## config.mk

```make
export PLATFORM = sky130hd
export DESIGN_NAME = lbh_stats
export DESIGN_NICKNAME = d
export VERILOG_FILES = /design/src/rtl/lbh_pkg.sv /design/src/rtl/lbh_stats.sv
export SDC_FILE = /design/constraint.sdc
export NUM_CORES = 1
export LEC_CHECK = 0
export BUFFER_PORTS_ARGS = -buffer_cell sky130_fd_sc_hd__buf_2
export CAP_MARGIN = 10
export CORE_MARGIN = 10
export CORE_UTILIZATION = 45
export CTS_CLUSTER_DIAMETER = 50
export DETAILED_ROUTE_END_ITERATION = 12
export PLACE_DENSITY = 0.67
export SETUP_SLACK_MARGIN = 0.15
export SLEW_MARGIN = 15
export SYNTH_ARGS = -nofsm -noshare
export SYNTH_HDL_FRONTEND = slang
export SYNTH_SLANG_ARGS = --single-unit
```

## constraint.sdc

```tcl
create_clock -name clk -period 3.4 [get_ports clk]
set_clock_uncertainty 0.15 [all_clocks]
set_input_delay 0.34 -clock clk [delete_from_list [all_inputs] [get_ports clk]]
set_output_delay 0.34 -clock clk [all_outputs]
set_load 0.01 [all_outputs]
```

## src/rtl/lbh_pkg.sv

```systemverilog
`timescale 1ns / 1ps
`default_nettype none

package lbh_pkg;

  localparam int BUCKET_DEPTH = 256;
  localparam int ADDR_W       = $clog2(BUCKET_DEPTH);

  localparam int OP_W     = 2;
  localparam int VALUE_W  = 32;
  localparam int STEP_W   = 16;
  localparam int COUNT_W  = 8;
  localparam int INDEX_W  = 8;
  localparam int TOTAL_W  = 32;
  localparam int SUM_W    = 63;
  localparam int MAG_W    = 31;
  localparam int CFG_IDX_W  = 1;
  localparam int CFG_DATA_W = 16;

  typedef enum logic [OP_W-1:0] {
    OP_RECORD = 2'd0,
    OP_READ   = 2'd1,
    OP_STATS  = 2'd2,
    OP_CLEAR  = 2'd3
  } opcode_t;

  typedef enum logic [CFG_IDX_W-1:0] {
    REG_BUCKET_STEP  = 1'd0,
    REG_BUCKET_COUNT = 1'd1
  } cfg_reg_t;

  typedef struct packed {
    logic             upd;
    logic             clr;
    logic [MAG_W-1:0] value;
  } stats_cmd_t;

  typedef struct packed {
    logic [TOTAL_W-1:0] count;
    logic [SUM_W-1:0]   sum;
    logic [MAG_W-1:0]   min;
    logic [MAG_W-1:0]   max;
  } stats_t;

endpackage

`default_nettype wire

```

## src/rtl/lbh_stats.sv

```systemverilog
`timescale 1ns / 1ps
`default_nettype none

module lbh_stats (
  input  wire logic                clk,
  input  wire logic                rst,
  input  wire lbh_pkg::stats_cmd_t cmd,
  output lbh_pkg::stats_t          stats
);
  import lbh_pkg::*;

  logic [SUM_W:0] sum_ext;
  stats_t         stats_next;

  assign sum_ext = {1'b0, stats.sum} + {{(SUM_W + 1 - MAG_W){1'b0}}, cmd.value};

  always_comb begin
    stats_next       = stats;
    stats_next.sum   = sum_ext[SUM_W] ? '1 : sum_ext[SUM_W-1:0];
    stats_next.count = (stats.count == '1) ? stats.count : stats.count + 1'b1;
    if (stats.count == '0) begin
      stats_next.min = cmd.value;
      stats_next.max = cmd.value;
    end else begin
      if (cmd.value < stats.min) begin
        stats_next.min = cmd.value;
      end
      if (cmd.value > stats.max) begin
        stats_next.max = cmd.value;
      end
    end
  end

  always_ff @(posedge clk) begin
    if (rst || cmd.clr) begin
      stats <= '0;
    end else if (cmd.upd) begin
      stats <= stats_next;
    end
  end

endmodule

`default_nettype wire

```

==> results.json <==
{
  "status": "finished clean",
  "synth.avg_cell_area_um2": 8.292,
  "dp_hpwl_um": 21850,
  "use_met3_pct": 5.262,
  "netlist_top_cells_area": "dfxtp_1 (32%), ha_1 (12%), a21oi_1 (5.2%), mux2i_1 (4.6%), nor2_1 (4.4%)",
  "cts_tree": "yes",
  "antenna_found_initial": 0,
  "globalplace.congestion": 0.9151,
  "clockPowerShare_pct": 42.3,
  "pin_count": 192,
  "rsz0062_at_grt": "no",
  "numCtsBuffers": 17,
  "ff_latch_area_um2": 3143,
  "slew_viol_final": 0,
  "drt_iter0_markers": 608,
  "vias": 9288,
  "critPathLaunchType": "flop",
  "min_period_ns": 2.980,
  "wl_um": 28390,
  "grt_pass1_wl_um": 46170,
  "top_regs": "stats: 157 flops",
  "maxCapViolations": 0,
  "ant_nets": 0,
  "p_total_uw": 4622,
  "synth_seq_cells": 157,
  "fmax_mhz": 335.6,
  "yosysMostFrequentCell": "dfxtp_1",
  "layout-drive-gt1-share_pct": 20.10,
  "yosysTopAreaCell": "dfxtp_1",
  "grt_max_degree": 69,
  "antenna_cells": 0,
  "gr-total-overflow": 0,
  "cts_max_level": 4,
  "critPathKind": "reg -> reg",
  "die_w_um": 168.1,
  "clock_latency_ns": 0.43,
  "max-clock-path-buffers": 2,
  "drcViolationCount": 0,
  "hold_path.class": "in -> reg",
  "top_register": "stats",
  "clk_pin_slew_ns": 0.06,
  "clock-root-buffer": "clkbuf_16",
  "postSynthNetCount": 1321,
  "required_ns": 3.56,
  "swShare_pct": 28.03,
  "cp_cell_sequence": "ha_1, fa_1, a211oi_2, o21ai_1, nand4_1, nand3_1, a311oi_2, buf_4, o31a_1, a21oi_1, o221a_2",
  "endpoint_kind": "flop",
  "coreArea_um2": 21690,
  "gr-usage-met1_pct": 24.68,
  "start_util_pct": 45.53,
  "ys_types": 73,
  "cts_sinks": 157,
  "grtUsageTotal_pct": 19.42,
  "netlist_area_um2": 9876,
  "synth_cells": 1191,
  "die_y_um": 168.1,
  "use_met2_pct": 31.55,
  "combPwrFrac_pct": 16.2,
  "min_period_over_period_pct": 87.65,
  "crit_slowest_cell": "fa_1",
  "synth_top_flop_cell": "dfxtp_1",
  "switchingPower_uw": 1295,
  "max_stage_delay_ns": 0.44,
  "cellPowerDensity_nw_per_um2": 394.8,
  "nFillCells": 2039,
  "die_area_um2": 28270,
  "pwr-share-seq_pct": 41.5,
  "ys_top_cells_by_count": "dfxtp_1 (157), nor2_1 (115), a21oi_1 (102)",
  "synth_edf_count": 0,
  "io_buffers": 191,
  "critPathMaxFanout": 4,
  "power.leakage_uw": 0.005073,
  "final_nets": 1495,
  "yosysSeqAreaShare_pct": 31.83,
  "hold_violations": 0,
  "hold_buffers": 0,
  "wl_per_cell_um": 17.12,
  "synth_top_area_share_pct": 31.83,
  "setup_tns_ns": 0,
  "area_growth_pct": 18.54,
  "dr.pass1.iters": 5,
  "setup_viol": 0,
  "postCtsSetupBuffers": 0,
  "grt.busiest_layer": "met2",
  "worst_ep_arrival_time_ns": 3.14,
  "std_cell_rows": 54,
  "tightest_slew_ns": 0.8274,
  "largest_reg_flops": 157,
  "grt_pass1_vias": 9078,
  "synthArstFlopShare_pct": 0,
  "ir_drop_uv": 343.3,
  "cts_resized": 0,
  "multiInputGateArea_um2": 6231,
  "yosysWarnings": 0,
  "p_int_uw": 3326,
  "max-slew-margin-rel_pct": 44.71,
  "via_per_inst": 5.602
}
-- logic make-up after synthesis --
logic type	after synthesis	synth area share, %
AOI/OAI and AO/OA	297	19.78
xor gates and xnor gates	63	5.587
adders and majority gates	95	12.11
buffers and inverters	128	5.473
DFF	157	31.83
muxes	45	4.561
and+or+nand+nor	406	20.66
-- per-stage QoR --
step                      hold WS (ns)  std cells  util [%]  worst slack, ns  instance area [um^2]
after CTS                      0.05257       1658     53.95           0.3129                 11700
after global placement          0.3377       1626     51.17           0.2283                 11100
after floorplan                 0.3204       1191         -           0.5372                  9876
after detailed placement        0.3303       1626     51.17           0.1342                 11100
after global routing           0.06952       1658     53.97           0.2787                 11710
final                          0.06779       1658     53.97           0.4200                 11710
-- path summary, 6_finish.rpt --
kind,start,to,slack (ns),cells after the start
worst max register to register,stats[62]$_SDFFE_PP0P_,stats[102]$_SDFFE_PP0P_,0.42,11
worst max-delay path,stats[62]$_SDFFE_PP0P_,stats[102]$_SDFFE_PP0P_,0.42,11
worst min register to register,stats[4]$_SDFFE_PP0P_,stats[4]$_SDFFE_PP0P_,0.34,2
worst min-delay path,cmd[0],stats[0]$_SDFFE_PP0P_,0.07,3
-- worst max-delay path: cells and delay by family (launching register included) --
family	cells	cell delay, ns
DFF	1	0.32
and+or+nand+nor	2	0.31
AOI/OAI and AO/OA	6	1.26
buffers and inverters	1	0.18
adders and majority gates	2	0.65
-- power groups by stage --
stage	clock, uW	combinational, uW	sequential, uW
after CTS	1990	752	1920
final	1950	750	1920
after global placement	0	735	1960
after detailed placement	0	748	1960
after global routing	2080	843	1920
after floorplan	0	499	1970
-- placed cells by master (no fill, tap or decap), drive strengths merged, types with 5 or more instances in the layout --
cell      n
and3     27
buf     208
nand4    35
a21oi   104
or3       9
nand3    68
xor2     23
o21a      5
xnor2    40
o21bai    7
dfxtp   157
o21ai    64
clkbuf   21
a211oi    6
nand2    81
nor3     26
nor4     13
inv      77
a31oi    12
mux2i    45
o31ai    33
ha       94
and4      7
a21o     35
nor2    116
and2      9
-- per-layer routing --
layer	routed length (um)	up-vias
li1	-	4641
met1	12900	4363
met2	13080	254
met3	1994	30
met4	423	0
met5	0	-
-- layout make-up --
class	instances	share of cell area, %
well taps	280	2.993
repair buffers	208	9.363
clock buffers	21	4.019
inverters	75	2.405
multi-input cells	906	53.23
flip-flops and latches	157	26.85
clock inverters	11	1.144
Power figures use the tool's default switching activity.
