### src/rtl/lbh_pkg.sv
`timescale 1ns / 1ps
`default_nettype none

package lbh_pkg;

  localparam int BUCKET_DEPTH = 256;
  localparam int ADDR_W       = $clog2(BUCKET_DEPTH);

  localparam int OP_W     = 2;
  localparam int VALUE_W  = 32;
  localparam int STEP_W   = 16;
  localparam int COUNT_W  = 8;
  localparam int INDEX_W  = 8;
  localparam int TOTAL_W  = 32;
  localparam int SUM_W    = 63;
  localparam int MAG_W    = 31;
  localparam int CFG_IDX_W  = 1;
  localparam int CFG_DATA_W = 16;

  typedef enum logic [OP_W-1:0] {
    OP_RECORD = 2'd0,
    OP_READ   = 2'd1,
    OP_STATS  = 2'd2,
    OP_CLEAR  = 2'd3
  } opcode_t;

  typedef enum logic [CFG_IDX_W-1:0] {
    REG_BUCKET_STEP  = 1'd0,
    REG_BUCKET_COUNT = 1'd1
  } cfg_reg_t;

  typedef struct packed {
    logic             upd;
    logic             clr;
    logic [MAG_W-1:0] value;
  } stats_cmd_t;

  typedef struct packed {
    logic [TOTAL_W-1:0] count;
    logic [SUM_W-1:0]   sum;
    logic [MAG_W-1:0]   min;
    logic [MAG_W-1:0]   max;
  } stats_t;

endpackage

`default_nettype wire

### src/rtl/lbh_div.sv
`timescale 1ns / 1ps
`default_nettype none

module lbh_div (
  input  wire logic                       clk,
  input  wire logic                       rst,
  input  wire logic                       start,
  input  wire logic [lbh_pkg::VALUE_W-1:0] dividend,
  input  wire logic [lbh_pkg::STEP_W-1:0]  divisor,
  output logic      [lbh_pkg::VALUE_W-1:0] quotient,
  output logic                             done
);
  import lbh_pkg::*;

  localparam int CNT_W = $clog2(VALUE_W);

  logic [VALUE_W-1:0] shreg;
  logic [STEP_W-1:0]  dsr;
  logic [STEP_W-1:0]  rem;
  logic [CNT_W-1:0]   cnt;
  logic               busy;
  logic [STEP_W:0]    trial;
  logic [STEP_W:0]    diff;
  logic               ge;

  assign trial    = {rem, shreg[VALUE_W-1]};
  assign diff     = trial - {1'b0, dsr};
  assign ge       = trial >= {1'b0, dsr};
  assign quotient = shreg;

  always_ff @(posedge clk) begin
    if (rst) begin
      busy <= 1'b0;
      done <= 1'b0;
      cnt  <= '0;
    end else if (start) begin
      busy  <= 1'b1;
      done  <= 1'b0;
      cnt   <= '0;
      shreg <= dividend;
      dsr   <= divisor;
      rem   <= '0;
    end else if (busy) begin
      // shift one dividend bit into the remainder, one quotient bit out
      rem   <= ge ? diff[STEP_W-1:0] : trial[STEP_W-1:0];
      shreg <= {shreg[VALUE_W-2:0], ge};
      cnt   <= cnt + 1'b1;
      if (cnt == CNT_W'(VALUE_W - 1)) begin
        busy <= 1'b0;
        done <= 1'b1;
      end
    end else begin
      done <= 1'b0;
    end
  end

endmodule

`default_nettype wire

### config.mk
export PLATFORM = sky130hd
export DESIGN_NAME = lbh_div
export DESIGN_NICKNAME = d
export VERILOG_FILES = /design/src/rtl/lbh_pkg.sv /design/src/rtl/lbh_div.sv
export SDC_FILE = /design/constraint.sdc
export NUM_CORES = 1
export LEC_CHECK = 0
export CAP_MARGIN = 20
export CORE_UTILIZATION = 46
export CTS_BUF_LIST = sky130_fd_sc_hd__clkbuf_8
export DETAILED_ROUTE_END_ITERATION = 10
export DONT_BUFFER_PORTS = 1
export GPL_ROUTABILITY_DRIVEN = 0
export HOLD_SLACK_MARGIN = 0.02
export PLACE_DENSITY_LB_ADDON = 0.3
export SETUP_SLACK_MARGIN = 0.05
export SLEW_MARGIN = 25
export SYNTH_ARGS = -nofsm -noshare
export SYNTH_HDL_FRONTEND = slang
export SYNTH_SLANG_ARGS = --single-unit
### constraint.sdc
create_clock -name clk -period 8 [get_ports clk]
set_input_delay 0.4 -clock clk [delete_from_list [all_inputs] [get_ports clk]]
set_output_delay 0.4 -clock clk [all_outputs]
set_load 0.05 [all_outputs]
==> results.sh <==
export IMPL_die_area_sq_um=9240
export IMPL_ys_seq_elements=71
export IMPL_worstPathCellList="inv_1, ha_1, nor2b_1, o211ai_1, a21oi_4, o2111ai_2, nand2_4, mux2_2"
export IMPL_synth_enable_flop_cells=64
export IMPL_fmax_ghz=0.354
export IMPL_synthCells=338
export IMPL_yosysSeqAreaShare_pct=50.6
export IMPL_coreArea_sq_um=8380
export IMPL_maxCapViolCount=0
export IMPL_place_ws_ns=5.21
export IMPL_place_hpwl_mm=5.82
export IMPL_postRouteAntennaNets=0
export IMPL_grt_pass1_vias=2666
export IMPL_wire_per_inst_um=18.9
export IMPL_netlist_area_sq_um=4080
export IMPL_dr_pass1_iters=4
export IMPL_drt_iter0_drc=189
export IMPL_htreeDepth=3
export IMPL_min_period_ns=2.82
export IMPL_finalWorstSetupSlack_ns=5.18
export IMPL_grt_pass1_wl_mm=13.4
export IMPL_diodes=0
export IMPL_routed_via_density=5.85
export IMPL_irDropWorstVdd_mv=0.155
export IMPL_post_cts_resized=0
export IMPL_pwr_share_seq_pct=48.9
export IMPL_critical_path_slowest_cell="o2111ai_2"
export IMPL_die_h_um=96.1
export IMPL_ios=84
export IMPL_cts_hold_buf=0
export IMPL_ys_types=65
export IMPL_power_leakage_nw=1.57
export IMPL_fin_nets=402
export IMPL_grt_overflow_total=0
export IMPL_cts_tree="done"
export IMPL_setup_tns_ns=0
export IMPL_crit_fanout=13
export IMPL_final_common_cell="edfxtp_1"
export IMPL_reg2reg_depth=8
export IMPL_final_max_slew_violation_count=0
export IMPL_cts_sinks=71
export IMPL_start_kind="flop"
export IMPL_cts_root_buf="clkbuf_8"
export IMPL_clock_skew_ns=0.0105
export IMPL_post_cts_buffers=0
export IMPL_initial_utilization_pct=48.6
export IMPL_io_buffers=0
export IMPL_drc=0
export IMPL_slowest_delay_ns=0.69
export IMPL_drive_gt1_share_pct=23.4
export IMPL_status="finished clean"
export IMPL_vias=2585
export IMPL_die_w_um=96.1
export IMPL_async_reset_ff_share_pct=0
export IMPL_antenna_found_initial=0
export IMPL_syn_num_nets=408
export IMPL_critical_path_class="flop to flop"
export IMPL_final_setup_viol_count=0
export IMPL_core_rowCount=33
export IMPL_swShare_pct=30.5
export IMPL_ff2ff_setup_slack_ns=5.18
export IMPL_intPower_w=0.000699
export IMPL_wl_mm=8.35
export IMPL_ys_flop_type="edfxtp_1"
export IMPL_clkLatencyLatePin_ns=0.35
export IMPL_post_route_period_util_pct=35.3
export IMPL_min_path_cells=1
export IMPL_report_final_hold_viol_count=0
export IMPL_cts_max_path_buffers=2
export IMPL_min_path_type="input pin to flop"
export IMPL_area_delta_synth_final_pct=5.90
export IMPL_cts_buffers_inserted=9
export IMPL_slew_headroom_pct=40.4
export IMPL_powerDensity_nw_per_um2=233
export IMPL_layout_common_cells="64 x edfxtp_1, 33 x mux2_2, 24 x inv_1"
export IMPL_clkTransAtPathRegs_ns=0.08
export IMPL_tightest_slew_ns=0.889
export IMPL_arrival_ns=2.93
export IMPL_required_ns=8.10
export IMPL_comb_power_share_pct=19.3
export IMPL_pwr_share_clk_pct=31.7
export IMPL_avgSynthCellArea_sq_um=12.1
export IMPL_switchingPower_w=0.000306
export IMPL_track_usage_pct=19.8
export IMPL_grt_max_degree=54
export IMPL_crit_path_end_kind="flop"
export IMPL_rsz0062_at_grt="no"
export IMPL_ys_warn_count=0
## final timing paths
path	startpoint	end
max	quotient[31]$_DFFE_PP_	quotient[0]$_DFFE_PP_
min	rst	busy$_SDFF_PP0_
max reg2reg	quotient[31]$_DFFE_PP_	quotient[0]$_DFFE_PP_
min reg2reg	cnt[4]$_SDFFE_PP0P_	cnt[4]$_SDFFE_PP0P_
## metrics by stage
step / cells / hold WS, ns / power (W) / instance area [sq um] / util (%)
after global routing: 442 / 0.0920 / 0.00105 / 4320 / 51.5
final: 442 / 0.110 / 0.00100 / 4320 / 51.5
after global placement: 426 / 0.474 / 0.000689 / 4100 / 48.9
after CTS: 442 / 0.0816 / 0.00101 / 4320 / 51.5
after floorplan: 338 / 0.467 / 0.000665 / 4080 / -
after detailed placement: 426 / 0.476 / 0.000691 / 4100 / 48.9
## power groups by stage
| stage | sequential (W) | clock, W | combinational [W] |
|---|---|---|---|
| floorplan | 0.000494 | 0 | 0.000172 |
| global placement | 0.000500 | 0 | 0.000189 |
| detailed placement | 0.000500 | 0 | 0.000192 |
| CTS | 0.000492 | 0.000329 | 0.000192 |
| global route | 0.000495 | 0.000340 | 0.000214 |
| finish | 0.000492 | 0.000319 | 0.000194 |
## routing by layer
metal  track usage (%)  share of wire (%)  vias to the layer above
met2              30.7                 45                      116
met5                 0                  0                        -
met1              24.7                 43                     1200
li1                  -                  -                     1261
met4              5.85               0.91                        0
met3              8.93                 11                        8
## registers in the layout, indices dropped and copies added, names as in the netlist
signal and flops:
busy 1, cnt 5, done 1, dsr 16, quotient 32, rem 16
## critical path: cells and delay by family (launching register included)
kind | cells | cell delay (ns)
buffers and inverters | 1 | 0.13
adder cells (fa/ha/maj) | 1 | 0.20
AO/OA/AOI/OAI | 3 | 1.08
multiplexers | 1 | 0.29
AND/OR/NAND/NOR | 2 | 0.23
flip-flops | 1 | 0.64
## synthesized netlist by cell type (2+ instances only)
library cell  number  area share (%)
a211oi_1           6             1.1
a21o_1             6             1.1
a21oi_1           14             1.7
a21oi_2            6             1.3
a21oi_4            2            0.80
a221oi_1           2            0.43
a31oi_1            2            0.31
and3_1             3            0.46
and3_4             2            0.55
and4_1             2            0.43
buf_4              3            0.55
buf_6              5             1.4
clkbuf_1           8            0.74
dfxtp_1            7             3.4
edfxtp_1          64              47
ha_1              18             5.5
inv_1             23             2.1
mux2_2            33             9.1
mux2i_1            2            0.49
nand2_1           13             1.2
nand3_1           15             1.8
nand4_1            3            0.46
nor2_1            17             1.6
nor2b_1            4            0.61
nor3_1             6            0.74
o211ai_2           4             1.2
o21a_1             6             1.1
o21ai_0            6            0.74
o21ai_1            5            0.61
o22ai_1            3            0.46
o311ai_0           2            0.43
o31ai_1            2            0.37
or2_2              3            0.46
or3_1              3            0.46
xnor2_1            6             1.3
xor2_1             3            0.64
## cell families (layout without fill, tap and decap cells)
family | Yosys count | in the layout | share of synthesized area (%)
AO/OA/AOI/OAI | 82 | 82 | 15.9
AND/OR/NAND/NOR | 81 | 81 | 10.7
flip-flops | 71 | 71 | 50.6
buffers and inverters | 41 | 40 | 5.28
multiplexers | 35 | 35 | 9.61
adder cells (fa/ha/maj) | 19 | 19 | 6.02
XOR/XNOR | 9 | 9 | 1.93
## final cells by class
class / instances / area (sq um)
fillers: 747 / 4070
inverters: 23 / 86.3
well taps: 105 / 131
flip-flops and latches: 71 / 2060
clock inverters: 7 / 96.3
repair buffers: 1 / 7.51
multi-input cells: 226 / 1810
clock buffers: 9 / 124
Note: power is estimated with default switching activity, not from simulation.
